File: config.mk
export PLATFORM = sky130hd
export DESIGN_NAME = psd_isqrt
export DESIGN_NICKNAME = d
export VERILOG_FILES = /design/src/psd_pkg.sv /design/src/psd_isqrt.sv
export SDC_FILE = /design/constraint.sdc
export NUM_CORES = 1
export LEC_CHECK = 0
export CORE_ASPECT_RATIO = 0.5
export CORE_UTILIZATION = 50
export CTS_CLUSTER_DIAMETER = 150
export CTS_CLUSTER_SIZE = 16
export DETAILED_ROUTE_END_ITERATION = 7
export DONT_BUFFER_PORTS = 1
export GPL_ROUTABILITY_DRIVEN = 0
export SLEW_MARGIN = 30
export SYNTH_ARGS = -nofsm -noshare
export SYNTH_HDL_FRONTEND = slang
export SYNTH_SLANG_ARGS = --single-unit
File: constraint.sdc
create_clock -name clk -period 10.7 [get_ports clk]
set_input_delay 2.14 -clock clk [delete_from_list [all_inputs] [get_ports clk]]
set_output_delay 2.14 -clock clk [all_outputs]
set_load 0.03 [all_outputs]
File: src/psd_pkg.sv
package psd_pkg;

	localparam int COORD_W   = 16;
	localparam int DIFF_W    = COORD_W + 1;
	localparam int PROD_W    = 2 * DIFF_W;
	localparam int DOT_W     = PROD_W + 1;
	localparam int LEN_W     = PROD_W;
	localparam int NUM_W     = 2 * LEN_W;
	localparam int QUO_W     = LEN_W;
	localparam int HALF_W    = LEN_W / 2;
	localparam int DIST_W    = QUO_W / 2;
	localparam int SQ_REM_W  = DIST_W + 2;
	localparam int CFG_IDX_W = 8;

	typedef logic [CFG_IDX_W-1:0] cfg_idx_t;

	localparam cfg_idx_t REG_START_X = cfg_idx_t'(0);
	localparam cfg_idx_t REG_START_Y = cfg_idx_t'(1);
	localparam cfg_idx_t REG_END_X   = cfg_idx_t'(2);
	localparam cfg_idx_t REG_END_Y   = cfg_idx_t'(3);

	typedef enum logic [1:0] {
		PART_START    = 2'd0,
		PART_END      = 2'd1,
		PART_INTERIOR = 2'd2
	} part_t;

	// restoring divider state: partial remainder, dividend bits shifting out
	// at the top while quotient bits shift in at the bottom
	typedef struct packed {
		logic [LEN_W-1:0] rem;
		logic [QUO_W-1:0] low;
		logic [LEN_W-1:0] den;
		part_t            part;
	} div_stage_t;

	typedef struct packed {
		logic [SQ_REM_W-1:0] rem;
		logic [QUO_W-1:0]    rad;
		logic [DIST_W-1:0]   root;
		part_t               part;
	} sqrt_stage_t;

	function automatic div_stage_t div_step(div_stage_t s);
		div_stage_t     r;
		logic [LEN_W:0] t;
		logic           ge;
		t = {s.rem, s.low[QUO_W-1]};
		ge = (t >= {1'b0, s.den});
		r = s;
		r.rem = ge ? LEN_W'(t - {1'b0, s.den}) : t[LEN_W-1:0];
		r.low = {s.low[QUO_W-2:0], ge};
		return r;
	endfunction

	function automatic sqrt_stage_t sqrt_step(sqrt_stage_t s);
		sqrt_stage_t         r;
		logic [SQ_REM_W+1:0] t;
		logic [SQ_REM_W+1:0] trial;
		logic                ge;
		t = {s.rem, s.rad[QUO_W-1 -: 2]};
		trial = {2'b00, s.root, 2'b01};
		ge = (t >= trial);
		r = s;
		r.rem = ge ? SQ_REM_W'(t - trial) : t[SQ_REM_W-1:0];
		r.root = {s.root[DIST_W-2:0], ge};
		r.rad = {s.rad[QUO_W-3:0], 2'b00};
		return r;
	endfunction

endpackage

File: src/psd_isqrt.sv
module psd_isqrt (
	input  logic                 clk,
	input  logic                 arst_n,
	input  logic                 in_valid,
	output logic                 in_ready,
	input  psd_pkg::sqrt_stage_t in_stage,
	output logic                 out_valid,
	input  logic                 out_ready,
	output psd_pkg::sqrt_stage_t out_stage
);
	import psd_pkg::*;

	localparam int STAGES = DIST_W;

	logic [STAGES-1:0] vld_sn;
	logic [STAGES-1:0] en;
	sqrt_stage_t       data_sn [STAGES];
	sqrt_stage_t       nxt     [STAGES];

	// one root bit per stage, two radicand bits consumed each step
	always_comb begin
		en[STAGES-1] = !vld_sn[STAGES-1] || out_ready;
		for (int k = STAGES - 2; k >= 0; k--) begin
			en[k] = !vld_sn[k] || en[k+1];
		end
		nxt[0] = sqrt_step(in_stage);
		for (int k = 1; k < STAGES; k++) begin
			nxt[k] = sqrt_step(data_sn[k-1]);
		end
	end

	always_ff @(posedge clk or negedge arst_n) begin
		if (!arst_n) begin
			vld_sn <= '0;
		end else begin
			if (en[0]) begin
				vld_sn[0] <= in_valid;
			end
			for (int k = 1; k < STAGES; k++) begin
				if (en[k]) begin
					vld_sn[k] <= vld_sn[k-1];
				end
			end
		end
	end

	always_ff @(posedge clk) begin
		for (int k = 0; k < STAGES; k++) begin
			if (en[k]) begin
				data_sn[k] <= nxt[k];
			end
		end
	end

	assign in_ready  = en[0];
	assign out_valid = vld_sn[STAGES-1];
	assign out_stage = data_sn[STAGES-1];

endmodule

==> results.ini, run 1 <==
[timing]
fin_crit_sh_pct=67.68
worst_clock_skew_ns=0.02818
final-hold-violation-count=0
slew_headroom_pct=42.05
fin_tns_setup_ns=0
finalSetupViolCount=0
fmax_mhz=138.1
tightest_slew_ns=0.8692
rsz0062_at_grt=no
worst_slack_ns=3.458
slew_viol_final=0
hold_slack_ns=0.4069
period_needed_ns=7.242

[logic_synthesis]
synth-edff-count=918
synth.avg_cell_area_sq_um=12.36
async_flop_share_pct=1.818
ys_ff_latch=935
syn_area_sq_mm=0.04921
yosysWarnings=0
synth_cell_type_count=87
synth_ff_type=edfxtp_1
seq_area_frac_synth_pct=56.88
synthCells=3981

[setup_path]
path_buf_inv=1
critical_path.top_delay_family=simple AND/OR/NAND/NOR gates
worst_ep_required_time_ns=8.56
worstPathCellList=nor2b_1, and3_1, and3_1, inv_2, nor3_1, and2_1, nand3_4, nor2_1, nand2_4
cp-end-kind=output pin
cpMaxStageDelayCell=and3_1
slowest_delay_ns=0.42
path_common_cell=and3_1
critPathLaunchType=input port
path_max_fanout=29
r2r_slack_ns=6.19
crit_type=input port to output pin
arrival_ns=5.10

[pwr]
p_int_mw=10.35
leakage_nw=21.44
seq_power_share_pct=38.4
power_mw=16.33
p_clk_share_pct=14.8
pwr_density_cell_mw_per_mm2=312.6
p_sw_share_pct=36.65
vdd_drop_max_v=0.0001370
comb_power_share_pct=46.9
p_switching_mw=5.986

[final_layout]
stdcell_count=5308
diodes=0
layout_commonest_cell=edfxtp_1
syn_to_final_growth_pct=6.150
layout-drive-gt1-share_pct=9.835
final_cell_area_sq_mm=0.05224
fin_util_pct=54.20
most-common-layout-cells=edfxtp_1 (918), inv_1 (404), ha_1 (323), nand2_1 (214), nor2_1 (190)
num-nets-final=4369

[status]
outcome=complete, no violations

[clock_network]
clkLatencyLatePin_ns=0.66
cts.clk_slew.worst_paths_ns=0.07
ctsHoldBuffers=0
cts-htree-levels=3
cts_tree=done
root_buffer=clkbuf_16
numClockSinks=935
cts_resized=0
cts_setup_buffers=0
cts_buffers=68
clock_path_buffers=3

[placement]
hpwl_um=72310
port_buffers=0
dp_cells=5211
dpl_worst_slack_ns=2.788
postPlaceCellArea_sq_mm=0.05031

[routing]
drc=0
ant_nets=0
viasPerCell=5.514
routed_wl_um=94330
vias=29270
wl_per_cell_um=17.77
dr.pass1.iters=5
drtIter0Drc=1357

[grt]
grt_overflow_total=0
grt_first_pass_wirelength_um=150800
grt_max_degree=69
grt_usage_pct=18.94
grt_pass1_vias=29590
antenna_found_initial=4

[hold_path]
hold_path.class=flop to flop

[die]
fp.dieW_um=445.7
core_sq_mm=0.09639
ioPinCount=150
die_y_um=223.8
fp.dieArea_sq_mm=0.09976
num_rows=80
initial_core_util_pct=51.06

[flow_run]
max_cap_violations=0

-- power by group through the flow --
stage | Combinational [mW] | Clock, mW | Sequential (mW)
after floorplan | 6.37 | 0 | 5.99
after global placement | 7.39 | 0 | 6.33
after detailed placement | 7.57 | 0 | 6.35
after CTS | 7.63 | 2.51 | 6.28
after global routing | 8.46 | 2.63 | 6.38
final | 7.65 | 2.41 | 6.27
-- final timing paths --
check	cells after the start	endpoint	startpoint
hold / removal	0	data_sn[0][169]	data_sn[0][97]
hold reg to reg	0	data_sn[0][169]	data_sn[0][97]
min in group asynchronous	0	vld_sn[12]	arst_n
setup / recovery	9	in_ready	out_ready
max in group asynchronous	0	vld_sn[0]	arst_n
setup reg to reg	10	data_sn[0][117]	vld_sn[16]
-- synthesized netlist by cell type (all sizes together) (11+ instances only) --
master | instances | area share [%]
clkbuf | 33 | 0.26
nand2b | 31 | 0.39
xnor2 | 160 | 2.8
a211o | 14 | 0.25
o41ai | 11 | 0.20
a211oi | 20 | 0.35
a2111oi | 13 | 0.25
o211ai | 44 | 0.72
a21oi | 177 | 1.8
nor3 | 110 | 1.2
inv | 421 | 3.3
a31o | 11 | 0.20
o21ai | 177 | 1.8
xor2 | 62 | 1.1
dfrtp | 17 | 0.86
o21a | 83 | 1.3
nor2 | 190 | 1.4
edfxtp | 918 | 56
a31oi | 28 | 0.36
and2 | 16 | 0.20
mux2 | 202 | 4.9
or2 | 23 | 0.29
nand3 | 102 | 1.0
nand2 | 221 | 1.7
a21boi | 35 | 0.54
buf | 109 | 1.7
or3 | 31 | 0.39
nand3b | 11 | 0.17
and3 | 21 | 0.27
o21bai | 12 | 0.18
nor2b | 35 | 0.44
o2111ai | 20 | 0.36
ha | 323 | 8.2
nand4 | 34 | 0.43
a21o | 93 | 1.4
o31ai | 59 | 1.1
mux2i | 21 | 0.43
-- logic make-up after synthesis --
| group | after synthesis | share of synthesized area [%] |
|---|---|---|
| mux | 223 | 5.285 |
| xor+xnor | 222 | 3.951 |
| compound gates | 859 | 11.98 |
| simple gates | 855 | 8.428 |
| other cells | 1 | 0.007620 |
| flops | 935 | 56.88 |
| fa+ha+maj | 323 | 8.212 |
| buf+inv | 563 | 5.260 |
-- state kept, by name (all words and copies together) (netlist names) --
signal	cells
data_sn	918
vld_sn	17
-- layer usage --
metal  GRT usage (%)  routed length [um]  part of all wire (%)  vias up
met4           7.660                3875                   4.1        0
met1           20.74               37520                    40    13970
met2           35.95               49980                    53      569
met5               0                   0                     0        -
li1                -                   -                     -    14520
met3           3.398                2950                   3.1      212
-- area by class of cell --
class / instances / area, sq um
fill: 7980 / 44150
sequential: 935 / 27990
multi-input combinational: 2516 / 18860
clock buffer: 88 / 1777
tap: 1312 / 1642
inverter: 421 / 1605
timing repair buffer: 28 / 241.5
clock inverter: 8 / 121.4
Note: power is estimated with default switching activity, not from simulation.
==> inputs of run 2 (changes only) <==
ABC_AREA = 1   (was default)
PLACE_DENSITY = 0.68   (was default)
clock period = 6.4 ns   (was 10.7 ns; I/O delays follow)
==> results.ini, run 2 <==
[status]
outcome=complete, no violations  ; unchanged

[setup_path]
path_common_cell=nor2_4  ; was and3_1
worstSetupStartpoint=vld_sn[16]  ; was out_ready
path_max_fanout=42  ; was 29
cpMaxStageDelayCell=dfrtp_1  ; was and3_1
arrival_ns=3.35  ; was 5.10 ns
r2r_start=vld_sn[16]  ; unchanged
r2r_slack_ns=2.63  ; was 6.19 ns
slowest_delay_ns=0.58  ; was 0.42 ns
critPathLaunchType=flop  ; was input port
cp-end-kind=output pin  ; unchanged
worstPathCellList=nand3_4, nor2_4, nand4_4, nor2_4, nand4_4, nor2_4, nand4_4, nor2_4, nand3_4  ; was nor2b_1, and3_1, and3_1, inv_2, nor3_1, and2_1, nand3_4, nor2_1, nand2_4
r2r_cells=11  ; was 10
rr_endpoint=data_sn[0][58]  ; was data_sn[0][117]
worst_ep_required_time_ns=5.12  ; was 8.56 ns
crit_type=flop to output pin  ; was input port to output pin

[placement]
dpl_worst_slack_ns=1.770  ; was 2.788 ns
dp_cells=6360  ; was 5211
hpwl_um=85310  ; was 72310 um
port_buffers=0  ; unchanged

[logic_synthesis]
synth_top_family_by_area=simple AND/OR/NAND/NOR gates  ; was compound AO/OA/AOI/OAI gates
synth.top_cell.area_share_pct=54.04  ; was 56.01%
seq_area_frac_synth_pct=54.87  ; was 56.88%
synth-edff-count=918  ; unchanged
synth.avg_cell_area_sq_um=10.01  ; was 12.36 sq um
synth_cell_type_count=42  ; was 87
netlist_top_cells_count=nand2_1 (1124), edfxtp_1 (918), inv_1 (726)  ; was edfxtp_1 (918), inv_1 (412), ha_1 (323)
synthCells=5094  ; was 3981
synth-simple-area-share_pct=15.78  ; was 8.428%
synth_top_cell_by_area=edfxtp_1  ; unchanged
synth-xor-area-share_pct=3.794  ; was 3.951%
synth_mux_area_share_pct=0  ; was 5.286%
synthAdderAreaFrac_pct=7.922  ; was 8.212%
synth.most_common_cell=nand2_1  ; was edfxtp_1
yosys-top-cells-area=edfxtp_1 (54%), nand2_1 (8.3%), ha_1 (7.9%)  ; was edfxtp_1 (56%), ha_1 (8.2%), mux2_2 (3.5%)
synth_ff_type=edfxtp_1  ; unchanged
ys_ff_latch=935  ; unchanged
synth-compound-area-share_pct=10.18  ; was 11.98%
yosysWarnings=0  ; unchanged
syn_area_sq_mm=0.05102  ; was 0.04921 sq mm
async_flop_share_pct=1.818  ; unchanged

[die]
ioPinCount=150  ; unchanged
die_y_um=227.9  ; was 223.8 um
fp.dieArea_sq_mm=0.1034  ; was 0.09976 sq mm
core_sq_mm=0.1006  ; was 0.09639 sq mm
num_rows=82  ; was 80
initial_core_util_pct=50.69  ; was 51.06%
fp.dieW_um=453.7  ; was 445.7 um

[final_layout]
num-nets-final=5485  ; was 4369
stdcell_count=6459  ; was 5308
diodes=0  ; unchanged
top_regs=data_sn x918, vld_sn x17  ; unchanged
largest_register_ffs=918  ; unchanged
syn_to_final_growth_pct=5.626  ; was 6.150%
layout-drive-gt1-share_pct=4.516  ; was 9.835%
fillers=8559  ; was 7980
layout_commonest_cell=nand2_1  ; was edfxtp_1
fin_util_pct=53.54  ; was 54.20%
regMostFlops=data_sn  ; unchanged
most-common-layout-cells=nand2_1 (1120), edfxtp_1 (918), inv_1 (721), nor2_1 (331), ha_1 (323)  ; was edfxtp_1 (918), inv_1 (404), ha_1 (323), nand2_1 (214), nor2_1 (190)

[routing]
dr.pass1.iters=6  ; was 5
ant_nets=0  ; unchanged
wl_per_cell_um=16.93  ; was 17.77 um
viasPerCell=5.464  ; was 5.514
drc=0  ; unchanged
vias=35300  ; was 29270
drtIter0Drc=2763  ; was 1357
routed_wl_um=109300  ; was 94330 um

[timing]
hold_slack_ns=0.3212  ; was 0.4069 ns
worst_clock_skew_ns=0.03265  ; was 0.02818 ns
slew_viol_final=0  ; unchanged
fin_crit_sh_pct=72.39
slew_headroom_pct=37.47  ; was 42.05%
rsz0062_at_grt=no  ; unchanged
period_needed_ns=4.633
worst_slack_ns=1.767  ; was 3.458 ns
finalSetupViolCount=0  ; unchanged
tightest_slew_ns=0.9379  ; was 0.8692 ns
fmax_mhz=215.9
final-hold-violation-count=0  ; unchanged

[clock_network]
cts_buffers=68  ; unchanged
numClockSinks=935  ; unchanged
cts.clk_slew.worst_paths_ns=0.07  ; about the same
cts_tree=done  ; unchanged
ctsHoldBuffers=0  ; unchanged
clkLatencyLatePin_ns=0.65  ; was 0.66 ns
cts-htree-levels=3  ; unchanged
root_buffer=clkbuf_16  ; unchanged
cts_resized=0  ; unchanged
cts_setup_buffers=0  ; unchanged
clock_path_buffers=3  ; unchanged

[grt]
grt_max_degree=70  ; was 69
grt_usage_pct=21.14  ; was 18.94%
grt_overflow_total=0  ; unchanged
grt_pass1_vias=34750  ; was 29590
antenna_found_initial=0  ; was 4
grt_first_pass_wirelength_um=176200  ; was 150800 um

[pwr]
power_mw=28.62  ; was 16.33 mW
pwr_density_cell_mw_per_mm2=531.2  ; was 312.6 mW/mm^2
vdd_drop_max_v=0.0002476  ; was 0.0001370 V
leakage_nw=23.67  ; was 21.44 nW

[hold_path]
hold_path.class=input port to asynchronous set/reset pin  ; was flop to flop

[flow_run]
max_cap_violations=0  ; unchanged

[run 2: cell type report]
| class | instances | area [sq um] | area share, % |
|---|---|---|---|
| Timing Repair Buffer | 12 | 90.09 | 0.1672 |
| Tap cell | 1344 | 1682 | 3.121 |
| Multi-Input combinational cell | 3325 | 19380 | 35.97 |
| Inverter | 744 | 2816 | 5.227 |
| Clock buffer | 92 | 1813 | 3.365 |
| Sequential cell | 935 | 27990 | 51.95 |
| Clock inverter | 7 | 111.4 | 0.2067 |
[run 2: through the flow]
| stage | setup TNS [ns] | area [sq um] |
|---|---|---|
| after floorplan | -0.3949 | 51170 |
| after global placement | 0 | 51950 |
| after detailed placement | 0 | 51960 |
| after CTS | 0 | 53880 |
| after global routing | 0 | 53890 |
| final | 0 | 53890 |
[run 2: worst max path at each step]
stage | endpoint | cells after the start
5_1_grt | in_ready | 9
2_1_floorplan | in_ready | 10
3_3_place_gp | in_ready | 10
4_1_cts | in_ready | 9
6_report | in_ready | 9
3_5_place_dp | in_ready | 10
[run 2: kinds of logic (layout without fill, tap and decap cells)]
logic type / count (synthesis) / in the layout
adders and majority gates: 323 / 323
buffers and inverters: 867 / 855
and+or+nand+nor: 1883 / 1883
other: 1 / 34
xor gates and xnor gates: 221 / 221
DFF: 935 / 935
AOI/OAI and AO/OA: 864 / 864
[run 2: worst max-delay path: cells and delay by family (launching register included)]
kind / cells / cell delay, ns
and+or+nand+nor: 9 / 2.11
DFF: 1 / 0.58
[run 2: where the power goes]
| group | leakage [nW] | total [mW] | internal [mW] | switching (mW) |
|---|---|---|---|---|
| clock network | 0.928 | 4.06 | 2.00 | 2.06 |
| logic | 13.2 | 13.4 | 4.76 | 8.60 |
| registers | 9.55 | 11.2 | 9.88 | 1.33 |
[run 2: routing by layer]
| metal | part of all wire [%] | GRT usage [%] |
|---|---|---|
| met1 | 42 | 26.19 |
| met2 | 49 | 36.69 |
| met3 | 5.4 | 2.956 |
| met4 | 4.3 | 9.407 |
| met5 | 0 | 0 |
